## src/rtl/pscr_pkg.sv

```systemverilog
// Shared types, constants and the CRC step for the packet set checker.
// No dependencies; every other rtl file refers to this package by scoped names.
`timescale 1ns / 1ps
`default_nettype none

package pscr_pkg;

    // CRC-16/CCITT-FALSE
    localparam logic [15:0] CRC_INIT = 16'hFFFF;
    localparam logic [15:0] CRC_POLY = 16'h1021;
    localparam logic [15:0] CRC_TOP  = 16'h8000;

    // Field widths
    localparam int DATA_WIDTH   = 8;
    localparam int HDR_WIDTH    = 16;
    localparam int INDEX_WIDTH  = 16;
    localparam int STATUS_WIDTH = 3;
    localparam int CFG_WIDTH    = 24;

    // Packed bus widths
    localparam int S_TDATA_WIDTH = 56;
    localparam int S_TUSER_WIDTH = 2;
    localparam int M_TDATA_WIDTH = 16;
    localparam int M_TUSER_WIDTH = 4;

    // Register reset and parameter defaults
    localparam logic [CFG_WIDTH-1:0] CFG_RESET = 24'd4560;
    localparam int BYTE_COUNT_WIDTH_DEF = 24;
    localparam int QUEUE_DEPTH_DEF      = 4;

    localparam logic [INDEX_WIDTH-1:0] INDEX_MAX = 16'hFFFF;

    typedef enum logic [STATUS_WIDTH-1:0] {
        ST_OK    = 3'd0,
        ST_COUNT = 3'd1,
        ST_SEQ   = 3'd2,
        ST_CRC   = 3'd3,
        ST_BYTES = 3'd4
    } status_t;

    typedef enum logic [1:0] {
        ERR_NONE = 2'd0,
        ERR_SEQ  = 2'd1,
        ERR_CRC  = 2'd2
    } err_t;

    // One classified item as it travels through the queue
    typedef struct packed {
        logic [DATA_WIDTH-1:0] data_byte;
        logic                  has_byte;
        logic                  last_in_packet;
        logic                  last_packet;
        logic [HDR_WIDTH-1:0]  header_seq;
        logic [HDR_WIDTH-1:0]  header_total;
        logic [HDR_WIDTH-1:0]  header_crc;
    } item_t;

    // Fold one byte into the CRC, MSB first, eight shift steps
    function automatic logic [15:0] crc_byte(input logic [15:0] crc,
                                             input logic [DATA_WIDTH-1:0] b);
        logic [15:0] c;
        c = crc ^ {b, 8'h00};
        for (int k = 0; k < 8; k++) begin
            if ((c & CRC_TOP) != 16'h0000)
                c = {c[14:0], 1'b0} ^ CRC_POLY;
            else
                c = {c[14:0], 1'b0};
        end
        return c;
    endfunction

endpackage

`default_nettype wire

```

## src/rtl/pscr_back.sv

```systemverilog
// Back end: CRC, packet and byte counters, set status and the result register.
// Depends on pscr_pkg for item_t, codes and the crc_byte function.
`timescale 1ns / 1ps
`default_nettype none

module pscr_back #(
    parameter int BYTE_COUNT_WIDTH = pscr_pkg::BYTE_COUNT_WIDTH_DEF
) (
    input  wire logic                                clk,
    input  wire logic                                rst_n,
    input  wire logic [pscr_pkg::CFG_WIDTH-1:0]      expected_set_bytes,
    input  wire logic                                pop_valid,
    output logic                                     pop_ready,
    input  wire pscr_pkg::item_t                     pop_item,
    output logic                                     m_axis_tvalid,
    input  wire logic                                m_axis_tready,
    // packet_index[15:0]
    output logic [pscr_pkg::M_TDATA_WIDTH-1:0]       m_axis_tdata,
    output logic                                     m_axis_tlast,
    // packet_good[0], set_status[3:1]
    output logic [pscr_pkg::M_TUSER_WIDTH-1:0]       m_axis_tuser
);

    localparam int CMP_W = (BYTE_COUNT_WIDTH > pscr_pkg::CFG_WIDTH) ?
                           BYTE_COUNT_WIDTH : pscr_pkg::CFG_WIDTH;
    localparam logic [BYTE_COUNT_WIDTH-1:0] BYTES_MAX = '1;

    // Set state
    logic [15:0]                            crc_reg;
    logic [15:0]                            crc_next;
    logic [pscr_pkg::INDEX_WIDTH-1:0]       packets_reg;
    logic [pscr_pkg::INDEX_WIDTH-1:0]       packets_next;
    logic [BYTE_COUNT_WIDTH-1:0]            bytes_reg;
    logic [BYTE_COUNT_WIDTH-1:0]            bytes_next;
    logic [pscr_pkg::HDR_WIDTH-1:0]         first_total_reg;
    logic [pscr_pkg::HDR_WIDTH-1:0]         first_total_next;
    pscr_pkg::err_t                         first_err_reg;
    pscr_pkg::err_t                         first_err_next;

    // Result register
    logic                                   m_valid_reg;
    logic                                   m_valid_next;
    logic [pscr_pkg::INDEX_WIDTH-1:0]       m_index_reg;
    logic                                   m_good_reg;
    logic                                   m_done_reg;
    pscr_pkg::status_t                      m_status_reg;

    // Per-item working values
    logic [15:0]                            crc_upd;
    logic [BYTE_COUNT_WIDTH-1:0]            bytes_upd;
    logic [pscr_pkg::INDEX_WIDTH-1:0]       packets_upd;
    logic [pscr_pkg::HDR_WIDTH-1:0]         total_upd;
    pscr_pkg::err_t                         err_upd;
    pscr_pkg::status_t                      status_upd;
    logic                                   seq_ok;
    logic                                   crc_ok;
    logic                                   bytes_match;
    logic                                   out_free;
    logic                                   pop;
    logic                                   result_load;
    logic                                   set_end;

    assign out_free    = !m_valid_reg || m_axis_tready;
    assign pop_ready   = !pop_item.last_in_packet || out_free;
    assign pop         = pop_valid && pop_ready;
    assign result_load = pop && pop_item.last_in_packet;
    assign set_end     = result_load && pop_item.last_packet;

    // Fold the byte and count it
    always_comb
    begin
        crc_upd = pop_item.has_byte ? pscr_pkg::crc_byte(crc_reg, pop_item.data_byte)
                                    : crc_reg;
        if (pop_item.has_byte && (bytes_reg != BYTES_MAX))
            bytes_upd = bytes_reg + 1'b1;
        else
            bytes_upd = bytes_reg;
    end

    // Check the packet and work out the set status
    always_comb
    begin
        seq_ok      = (pop_item.header_seq == packets_reg);
        crc_ok      = (pop_item.header_crc == crc_upd);
        bytes_match = (CMP_W'(bytes_upd) == CMP_W'(expected_set_bytes));
        total_upd   = (packets_reg == '0) ? pop_item.header_total : first_total_reg;
        packets_upd = (packets_reg != pscr_pkg::INDEX_MAX) ? packets_reg + 1'b1
                                                            : packets_reg;
        err_upd = first_err_reg;
        if (first_err_reg == pscr_pkg::ERR_NONE)
        begin
            if (!seq_ok)
                err_upd = pscr_pkg::ERR_SEQ;
            else if (!crc_ok)
                err_upd = pscr_pkg::ERR_CRC;
        end
        priority if (!pop_item.last_packet)
            status_upd = pscr_pkg::ST_OK;
        else if (packets_upd != total_upd)
            status_upd = pscr_pkg::ST_COUNT;
        else if (err_upd == pscr_pkg::ERR_SEQ)
            status_upd = pscr_pkg::ST_SEQ;
        else if (err_upd == pscr_pkg::ERR_CRC)
            status_upd = pscr_pkg::ST_CRC;
        else if (!bytes_match)
            status_upd = pscr_pkg::ST_BYTES;
        else
            status_upd = pscr_pkg::ST_OK;
    end

    // Advance the set state on each popped item
    always_comb
    begin
        crc_next         = crc_reg;
        bytes_next       = bytes_reg;
        packets_next     = packets_reg;
        first_total_next = first_total_reg;
        first_err_next   = first_err_reg;
        if (set_end)
        begin
            crc_next         = pscr_pkg::CRC_INIT;
            bytes_next       = '0;
            packets_next     = '0;
            first_total_next = '0;
            first_err_next   = pscr_pkg::ERR_NONE;
        end
        else if (result_load)
        begin
            crc_next         = pscr_pkg::CRC_INIT;
            bytes_next       = bytes_upd;
            packets_next     = packets_upd;
            first_total_next = total_upd;
            first_err_next   = err_upd;
        end
        else if (pop)
        begin
            crc_next   = crc_upd;
            bytes_next = bytes_upd;
        end
    end

    always_ff @(posedge clk or negedge rst_n)
    begin
        if (!rst_n)
        begin
            crc_reg         <= pscr_pkg::CRC_INIT;
            bytes_reg       <= '0;
            packets_reg     <= '0;
            first_total_reg <= '0;
            first_err_reg   <= pscr_pkg::ERR_NONE;
        end
        else
        begin
            crc_reg         <= crc_next;
            bytes_reg       <= bytes_next;
            packets_reg     <= packets_next;
            first_total_reg <= first_total_next;
            first_err_reg   <= first_err_next;
        end
    end

    // Result register: load when free, hold while stalled
    always_comb
    begin
        if (out_free)
            m_valid_next = result_load;
        else
            m_valid_next = m_valid_reg;
    end

    always_ff @(posedge clk or negedge rst_n)
    begin
        if (!rst_n)
            m_valid_reg <= 1'b0;
        else
            m_valid_reg <= m_valid_next;
    end

    always_ff @(posedge clk)
    begin
        if (result_load)
        begin
            m_index_reg  <= packets_reg;
            m_good_reg   <= seq_ok && crc_ok;
            m_done_reg   <= pop_item.last_packet;
            m_status_reg <= status_upd;
        end
    end

    assign m_axis_tvalid = m_valid_reg;
    assign m_axis_tdata  = m_index_reg;
    assign m_axis_tlast  = m_done_reg;
    assign m_axis_tuser  = {m_status_reg, m_good_reg};

    // A closed set leaves the state at its reset values
    assert property (@(posedge clk) disable iff (!rst_n)
        set_end |=> (packets_reg == '0) && (bytes_reg == '0) &&
                    (crc_reg == pscr_pkg::CRC_INIT) &&
                    (first_err_reg == pscr_pkg::ERR_NONE))
        else $error("set state not cleared after set end");

    // Only a set-closing result carries a status
    assert property (@(posedge clk) disable iff (!rst_n)
        (m_valid_reg && !m_done_reg) |-> (m_status_reg == pscr_pkg::ST_OK))
        else $error("status on a result that does not close the set");

    // The first error of a set is kept until the set ends
    assert property (@(posedge clk) disable iff (!rst_n)
        (first_err_reg != pscr_pkg::ERR_NONE) && !set_end
            |=> (first_err_reg == $past(first_err_reg)))
        else $error("first error overwritten within a set");

    // The packet counter stays saturated until the set ends
    assert property (@(posedge clk) disable iff (!rst_n)
        (packets_reg == pscr_pkg::INDEX_MAX) && !set_end
            |=> (packets_reg == pscr_pkg::INDEX_MAX))
        else $error("packet counter left saturation");

endmodule

`default_nettype wire

```

## config.mk

```make
export PLATFORM = sky130hd
export DESIGN_NAME = pscr_back
export DESIGN_NICKNAME = d
export VERILOG_FILES = /design/src/rtl/pscr_pkg.sv /design/src/rtl/pscr_back.sv
export SDC_FILE = /design/constraint.sdc
export NUM_CORES = 1
export LEC_CHECK = 0
export BUFFER_PORTS_ARGS = -buffer_cell sky130_fd_sc_hd__buf_4
export CELL_PAD_IN_SITES_DETAIL_PLACEMENT = 1
export CELL_PAD_IN_SITES_GLOBAL_PLACEMENT = 2
export CORE_ASPECT_RATIO = 1.2
export CORE_UTILIZATION = 25
export DETAILED_ROUTE_END_ITERATION = 8
export PLACE_DENSITY_LB_ADDON = 0.2
export SYNTH_ARGS = -nofsm -noshare
export SYNTH_HDL_FRONTEND = slang
export SYNTH_SLANG_ARGS = --single-unit
```

## constraint.sdc

```tcl
create_clock -name clk -period 4.2 [get_ports clk]
set_input_delay 1.05 -clock clk [delete_from_list [all_inputs] [get_ports clk]]
set_output_delay 1.05 -clock clk [all_outputs]
set_load 0.05 [all_outputs]
```

Word-level counts from Yosys, hierarchy flattened
Index checks and enable logic that the tools add are counted.
Storage, ports and cells
  register bits after elaboration: 96
  latch bits: 0
  memory bits (writable): 0
  ROM bits: 0
  input port bits: 87
  word-level logic and storage cells: 78
  memories: 0
Operators by class
  $add $sub $neg: 2
  multiply operators: 0
  div/mod/pow operators: 0
  order comparisons: 0
  eq/ne operators: 8
  shift operators: 0
  mux-type cells: 31
  bitwise operators: 10
  reduce and logical (&&, ||, !) cells: 15
Operators with widths (count)
  $mux 16: 10
  $mux 13: 8
  $mux 24: 4
  $eq 16x16->1: 2
  $add 24x1->24 const B: 1
  $eq 24x24->1: 1
  $ne 24x24->1 const B: 1
  $not 3->3: 8
  $add 16x1->16 const B: 1
  $logic_not 16->1: 1
  $ne 16x16->1: 1
  $ne 16x16->1 const B: 1
  $xor 16x16->16: 1
  $mux 2: 7
  $logic_and 1x1->1: 5
  $reduce_or 4->1: 1
  $mux 3: 1
  $reduce_bool 3->1: 1
  $eq 2x1->1 const B: 1
  $eq 2x2->1 const B: 1
  $logic_not 1->1: 2
  $logic_not 2->1: 1
  $logic_or 1x1->1: 2
  $reduce_bool 2->1: 1
  other kinds (3): 3

Logic depth before layout (Yosys ltp)
Gate-level depths: netlist of the first run.
  word-level depth: 26
  depth in mapped cells: 12
  mapped depth without buffers: 11

Worst setup path after synthesis of the first run
Ideal clock, no wire load.
  path kind: in2reg
  start point: input port pop_item[58] (netlist name)
  end point: register m_status_reg[2], data pin
  setup time: 0.190 ns
  arrival: 3.545 ns
  required time: 4.010 ns
  path slack: 0.465 ns
  cell stages on the path: 11
  path buffers: 0
  cell sequence: xnor2_1 xnor2_1 xnor2_1 a32oi_1 or4_1 nor3_1 o31ai_1 ha_1 nand2_1 or2_0 a2111oi_2
Between the ends
  cells in the longest elaborated chain, start to end: 17
  elaborated cells between the ends (all ways): 19
  those cells by class: 3 x eq/ne; 12 x mux; 3 x bitwise; 1 x reduce/logical
RTL lines
  start: declaration: line pscr_back.sv:14  | input wire pscr_pkg::item_t pop_item,
  $xor 16x16->16 (*): line pscr_pkg.sv:62  | c = crc ^ {b, 8'h00};
  $mux 13 (*): line pscr_pkg.sv:64  | if ((c & CRC_TOP) != 16'h0000)
  $mux 13 (3 in a row): line pscr_pkg.sv:64
  $mux 13 (*): line pscr_pkg.sv:64
  $not 3->3 (no line) / $mux 13 (equally long branches)
  $mux 13: line pscr_pkg.sv:64
  $mux 13 / $not 3->3 (equally long branches)
  $mux 13: line pscr_pkg.sv:64
  $mux 16 (*): line pscr_back.sv:72  | crc_upd = pop_item.has_byte ? pscr_pkg::crc_byte(crc_reg, pop_item.data_byte)
  $eq 16x16->1 (*): line pscr_back.sv:84  | crc_ok = (pop_item.header_crc == crc_upd);
  $mux 2 (*): line pscr_back.sv:94  | else if (!crc_ok)
  $mux 2 (*): line pscr_back.sv:92  | if (!seq_ok)
  $mux 2 (*): line pscr_back.sv:90  | if (first_err_reg == pscr_pkg::ERR_NONE)
  $eq 2x1->1 / $eq 2x2->1 (equally long branches): line pscr_back.sv:101, pscr_back.sv:103
  $reduce_or 4->1 (no line) (*)
  end signal: assignment: line pscr_back.sv:186  | m_status_reg <= status_upd;
  end: declaration: line pscr_back.sv:46  | pscr_pkg::status_t m_status_reg;
Every way passes the cells marked *; elsewhere a longest branch is shown, timed or not.
A chain may end at the register's enable or synchronous reset.

Worst setup path in the final report of the first run
  start point: input port pop_item[52] (netlist name)
  end point: register m_status_reg[2], data pin
Between the ends
  cells in the longest elaborated chain, start to end: 14
  elaborated cells between the ends (all ways): 15
  those cells by class: 3 x eq/ne; 9 x mux; 2 x bitwise; 1 x reduce/logical
RTL lines (line)
  $xor 16x16->16 (*): pscr_pkg.sv:62
  $mux 13 (*) (2 in a row): pscr_pkg.sv:64
  $not 3->3 (no line)
  $mux 13 (*) (2 in a row): pscr_pkg.sv:64
  $mux 13: pscr_pkg.sv:64
  $mux 16 (*): pscr_back.sv:72
  $eq 16x16->1 (*): pscr_back.sv:84
  $mux 2 (*): pscr_back.sv:94
  $mux 2 (*): pscr_back.sv:92
  $mux 2 (*): pscr_back.sv:90
  $eq 2x1->1 / $eq 2x2->1 (equally long branches): pscr_back.sv:101, pscr_back.sv:103
  $reduce_or 4->1 (no line) (*)
Marked as above.

==> out/qor.yml, run 1 <==
grt_usage_pct: 17.51
cts-buffers-inserted: 9
place_ws_ps: 185.9
drtIter0Drc: 265
vias: 6047
status: "complete, no violations"
cp.arrival_ps: 3780
firstDrtPassIters: 4
final_util_pct: 31.21
tritoncts: "built"
yosysUniqueCellTypes: 74
dp_hpwl_um: 18350
p_leak_nw: 3.349
cts_max_level: 3
yosys_warnings: 0
cts_resized: 0
worstSetupPathType: "input port to flop"
place_inst: 1156
n_fill_cell: 3135
drv_slew: 0
core_area_mm2: 0.02717
clk_path_buf_depth: 2
setup_viol: 0
vias_per_cell: 5.160
ys_ff_latch: 96
die_height_um: 184.5
clk_latency_ps: 350
peakVddDrop_mv: 0.2183
antenna_found_initial: 1
nets: 918
syn_inst: 727
critPathLaunchType: "input port"
place_congestion: 0.8391
cp_max_fo: 3
layoutNonFillerInstCount: 1172
fmax_mhz: 276.2
die-area_mm2: 0.02843
power.density_mw_per_mm2: 423.5
min_path_type: "flop to flop"
rows: 66
cts.reportedPaths.clkPinSlew_ps: 70
synth_edf_count: 21
initial_core_util_pct: 25.55
tightestPinTransition_ps: 1252
synthArstFlopShare_pct: 78.13
stdcell_area_mm2: 0.008481
synthFlopType: "dfrtp_1"
cts_sinks: 96
clockRootBuffer: "clkbuf_16"
die_w_um: 154.1
wl_per_cell_um: 20.62
cp-end-kind: "flop"
cts_setup_buffers: 0
place_area_mm2: 0.008168
ys_seq_area_share_pct: 36.42
syn_avg_cell_area_um2: 9.547
cts_hold_buf: 0
skew_ps: 14.21
grt_overflow: 0
rsz0062_at_grt: "no"
whs_ps: 501.9
drive_gt1_share_pct: 24.07
wirelength_um: 24160
slew_headroom_pct: 15.97
grt_pass1_vias: 6571
tns_ps: 0
pin_count: 110
fin_crit_ps: 3620
port_buffers: 109
largest_register_ffs: 24
hold_viol: 0
ant_nets: 0
grt_max_degree: 57
final_common_cell: "buf_4"
fin_crit_sh_pct: 86.20
maxCapViolCount: 0
syn-cell-area_mm2: 0.006940
cp.required_ps: 4360
grt_pass1_wl_um: 38090
areaGrowthSynthToFinish_pct: 22.19
total_power_mw: 3.592
drc: 0
synthesis.nets: 818
layout_common_cells: "buf_4 (146), nand2_1 (66), xnor2_1 (61), dfrtp_1 (59), xor2_1 (50)"
layout_setup_ws_ps: 579.6
[synth_stat cells, types with 4 or more instances]
| cell | count | area (um^2) |
|---|---|---|
| nand2_1 | 66 | 247.7 |
| xnor2_1 | 61 | 534.3 |
| dfrtp_1 | 59 | 1476 |
| xor2_1 | 50 | 437.9 |
| o21ai_0 | 44 | 220.2 |
| nor2_1 | 34 | 127.6 |
| clkbuf_1 | 28 | 105.1 |
| a21oi_1 | 25 | 125.1 |
| o22a_1 | 25 | 219.0 |
| nor4_1 | 24 | 150.1 |
| mux2i_1 | 23 | 230.2 |
| a22o_1 | 21 | 183.9 |
| edfxtp_1 | 21 | 630.6 |
| nand4_1 | 19 | 118.9 |
| nor3_1 | 18 | 90.09 |
| dfstp_2 | 16 | 420.4 |
| inv_1 | 16 | 60.06 |
| nand3_1 | 14 | 70.07 |
| buf_2 | 13 | 65.06 |
| a31oi_1 | 12 | 75.07 |
| o31ai_1 | 11 | 82.58 |
| xnor3_1 | 8 | 180.2 |
| or3_1 | 7 | 43.79 |
| buf_1 | 5 | 18.77 |
| buf_6 | 5 | 56.30 |
| nand3b_1 | 5 | 37.54 |
| nand4_2 | 5 | 62.56 |
| o211ai_1 | 5 | 37.54 |
| a211oi_1 | 4 | 30.03 |
| buf_4 | 4 | 30.03 |
| ha_1 | 4 | 50.05 |
| nand2b_1 | 4 | 25.02 |
| o41ai_1 | 4 | 35.03 |
| or4_1 | 4 | 30.03 |
[per-layer routing]
metal,part of all wire [%],global-route usage [%],wire length (um),vias to the layer above
li1,-,-,-,2873
met2,52,31.60,12500,131
met1,43,21.23,10460,3023
met4,1.5,5.040,362,0
met5,0,0,0,-
met3,3.5,2.963,841,20
[power by group]
group          internal [mW]  total, mW  switching, mW
registers               1.12       1.28          0.151
clock network          0.518      0.903          0.385
logic                  0.705       1.41          0.708
total                   2.35       3.59           1.24
[final cells by class]
cell class	instances	area, um^2	share of cell area (%)
Antenna cell	1	2.502	0.02951
Clock buffer	9	225.2	2.656
Inverter	16	60.06	0.7082
Tap cell	340	425.4	5.016
Sequential cell	96	2527	29.80
Timing Repair Buffer	146	1096	12.92
Clock inverter	6	85.08	1.003
Multi-Input combinational cell	558	4059	47.86
[worst paths after layout]
kind	cells past startpoint	end	slack, ps	startpoint
max	12	m_status_reg[2]$_SDFFCE_PP0P_	580	pop_item[52]
min	1	first_err_reg[1]$_DFFE_PN0P_	500	first_err_reg[1]$_DFFE_PN0P_
max reg2reg	7	m_status_reg[2]$_SDFFCE_PP0P_	650	bytes_reg[10]$_DFFE_PN0P_
min reg2reg	1	first_err_reg[1]$_DFFE_PN0P_	500	first_err_reg[1]$_DFFE_PN0P_
max in group asynchronous	2	crc_reg[2]$_DFFE_PN1P_	2510	rst_n
min in group asynchronous	1	bytes_reg[19]$_DFFE_PN0P_	820	rst_n
[worst max-delay path, stage by stage]
cell and delay (ps):
buf_4 110, xnor2_1 210, xor2_1 320, xor2_1 280
a211oi_1 120, or4_1 520, nor3_1 320, o31ai_1 110
ha_1 290, nand2_1 40, or2_0 210, a2111oi_2 190
[cell families after synthesis]
family | Yosys count | share of synthesized area (%)
AOI/OAI and AO/OA | 183 | 18.75
DFF | 96 | 36.42
adders and majority gates | 4 | 0.7211
and+or+nand+nor | 224 | 17.78
xor gates and xnor gates | 123 | 17.76
buffers and inverters | 73 | 5.102
muxes | 24 | 3.479
Note: power is estimated with default switching activity, not from simulation.
==> inputs of run 2 (changes only) <==
--- a/config.mk
+++ b/config.mk
@@ -12,6 +12,7 @@
 export CORE_UTILIZATION = 25
 export DETAILED_ROUTE_END_ITERATION = 8
 export PLACE_DENSITY_LB_ADDON = 0.2
+export RECOVER_POWER = 50
 export SYNTH_ARGS = -nofsm -noshare
 export SYNTH_HDL_FRONTEND = slang
 export SYNTH_SLANG_ARGS = --single-unit
==> out/qor.yml, run 2 (same netlist as run 1, synthesis figures left out) <==
cts_resized: 0  # unchanged
place_inst: 1156  # unchanged
setup_viol: 0  # unchanged
grt_pass1_wl_um: 38090  # unchanged
initial_core_util_pct: 25.55  # unchanged
cp-startpoint: "pop_item[52]"
rows: 66  # unchanged
grt_max_degree: 57  # unchanged
cp.required_ps: 4360  # about the same
die_height_um: 184.5  # unchanged
final_util_pct: 30.92  # -0.30 points
tns_ps: 0  # unchanged
worstSetupPathType: "input port to flop"
die_w_um: 154.1  # unchanged
cts_setup_buffers: 0  # unchanged
ant_nets: 0  # unchanged
layout_common_cells: "buf_4 (124), nand2_1 (66), xnor2_1 (61), dfrtp_1 (59), xor2_1 (50)"
cp_max_fo: 3  # unchanged
min_from: "first_err_reg[1]$_DFFE_PN0P_"
cp.buffers_inverters: 1  # unchanged
nets: 918  # unchanged
cp_slowest_stage_delay_ps: 520  # about the same
pin_count: 110  # unchanged
stdcell_area_mm2: 0.008399  # -0.96%
cp_common_cell: "xor2_1"
power.density_mw_per_mm2: 426.0  # +0.58%
hold_viol: 0  # unchanged
wl_per_cell_um: 20.54  # -0.36%
critical-path-slowest-cell: "or4_1"
final_common_cell: "buf_4"
clk_path_buf_depth: 2  # unchanged
r2r-start: "bytes_reg[10]$_DFFE_PN0P_"
peakVddDrop_mv: 0.2182  # about the same
vias: 6068  # +0.35%
min_path_type: "flop to flop"
skew_ps: 13.52  # -0.6907 ps
tritoncts: "built"
cts_sinks: 96  # unchanged
drive_gt1_share_pct: 21.54  # -2.5 points
total_power_mw: 3.578  # -0.38%
critPathLaunchType: "input port"
fin_crit_ps: 3658  # +37.70 ps
grt_overflow: 0  # unchanged
drc: 0  # unchanged
grt_usage_pct: 17.51  # unchanged
firstDrtPassIters: 5  # +1
port_buffers: 109  # unchanged
status: "complete, but fails checks"
drv_slew: 57  # +57
core_area_mm2: 0.02717  # unchanged
place_congestion: 0.8391  # unchanged
cts.reportedPaths.clkPinSlew_ps: 70  # about the same
tightestPinTransition_ps: 1666  # +413.6 ps
clk_latency_ps: 350  # about the same
die-area_mm2: 0.02843  # unchanged
cts_hold_buf: 0  # unchanged
areaGrowthSynthToFinish_pct: 21.02
rsz0062_at_grt: "no"
vias_per_cell: 5.177  # +0.35%
cts_max_level: 3  # unchanged
violations: "capacitance limit, slew limit"
largest_register_ffs: 24  # unchanged
p_leak_nw: 3.270  # -2.4%
path_delay_family: "simple AND/OR/NAND/NOR gates"
fmax_mhz: 273.4  # -1.0%
drtIter0Drc: 287  # +8.3%
maxCapViolCount: 1  # +1
cp.arrival_ps: 3810  # +30 ps
cp-end-kind: "flop"
dp_hpwl_um: 18350  # unchanged
clockRootBuffer: "clkbuf_16"
cts-buffers-inserted: 9  # unchanged
fin_crit_sh_pct: 87.10  # +0.90 points
antenna_found_initial: 1  # unchanged
path_cells: "buf_4 -> xnor2_1 -> xor2_1 -> xor2_1 -> a211oi_1 -> or4_1 -> nor3_1 -> o31ai_1 -> ha_1 -> nand2_1 -> or2_0 -> a2111oi_2"
layoutNonFillerInstCount: 1172  # unchanged
slew_headroom_pct: -11.05  # -27 points
grt_pass1_vias: 6571  # unchanged
wirelength_um: 24080  # -0.36%
place_area_mm2: 0.008168  # unchanged
## run 2: cell types whose count changed in the layout (fill, tap and decap cells not counted), sizes merged
cell,change
buf,-22
clkbuf,+22
## run 2: where the power goes
part / internal, mW / total, mW / switching [mW]
Combinational: 0.694 / 1.40 / 0.708
Sequential: 1.12 / 1.27 / 0.150
Clock: 0.518 / 0.902 / 0.384
## run 2: area by class of cell
type,count,area [um^2]
flip-flops and latches,96,2527
diodes,1,2.502
fillers,3147,18770
clock inverters,6,85.08
inverters,16,60.06
clock buffers,9,225.2
multi-input cells,558,4059
repair buffers,146,1015
well taps,340,425.4
## run 2: final timing paths
kind,to,slack (ps),depth (start not counted)
hold reg to reg,first_err_reg[1]$_DFFE_PN0P_,500,1
setup reg to reg,m_status_reg[2]$_SDFFCE_PP0P_,680,7
max in group asynchronous,first_err_reg[1]$_DFFE_PN0P_,1280,2
min in group asynchronous,bytes_reg[19]$_DFFE_PN0P_,1140,1
setup / recovery,m_status_reg[2]$_SDFFCE_PP0P_,540,12
hold / removal,first_err_reg[1]$_DFFE_PN0P_,500,1
## run 2: per-layer routing
layer / up-vias / wire (um) / part of all wire, % / GRT usage, %
met5: - / 0 / 0 / 0
met4: 0 / 336 / 1.4 / 5.040
met3: 18 / 869 / 3.6 / 2.963
met2: 133 / 12500 / 52 / 31.60
met1: 3041 / 10370 / 43 / 21.23
li1: 2876 / - / - / -
## run 2: through the flow
| stage | hold slack (ps) | setup WS (ps) |
|---|---|---|
| floorplan | 419.6 | 464.7 |
| global placement | 473.2 | 247.9 |
| detailed placement | 489.2 | 185.9 |
| CTS | 507.5 | 545.9 |
| global route | 519.5 | 304.2 |
| finish | 500.2 | 541.9 |
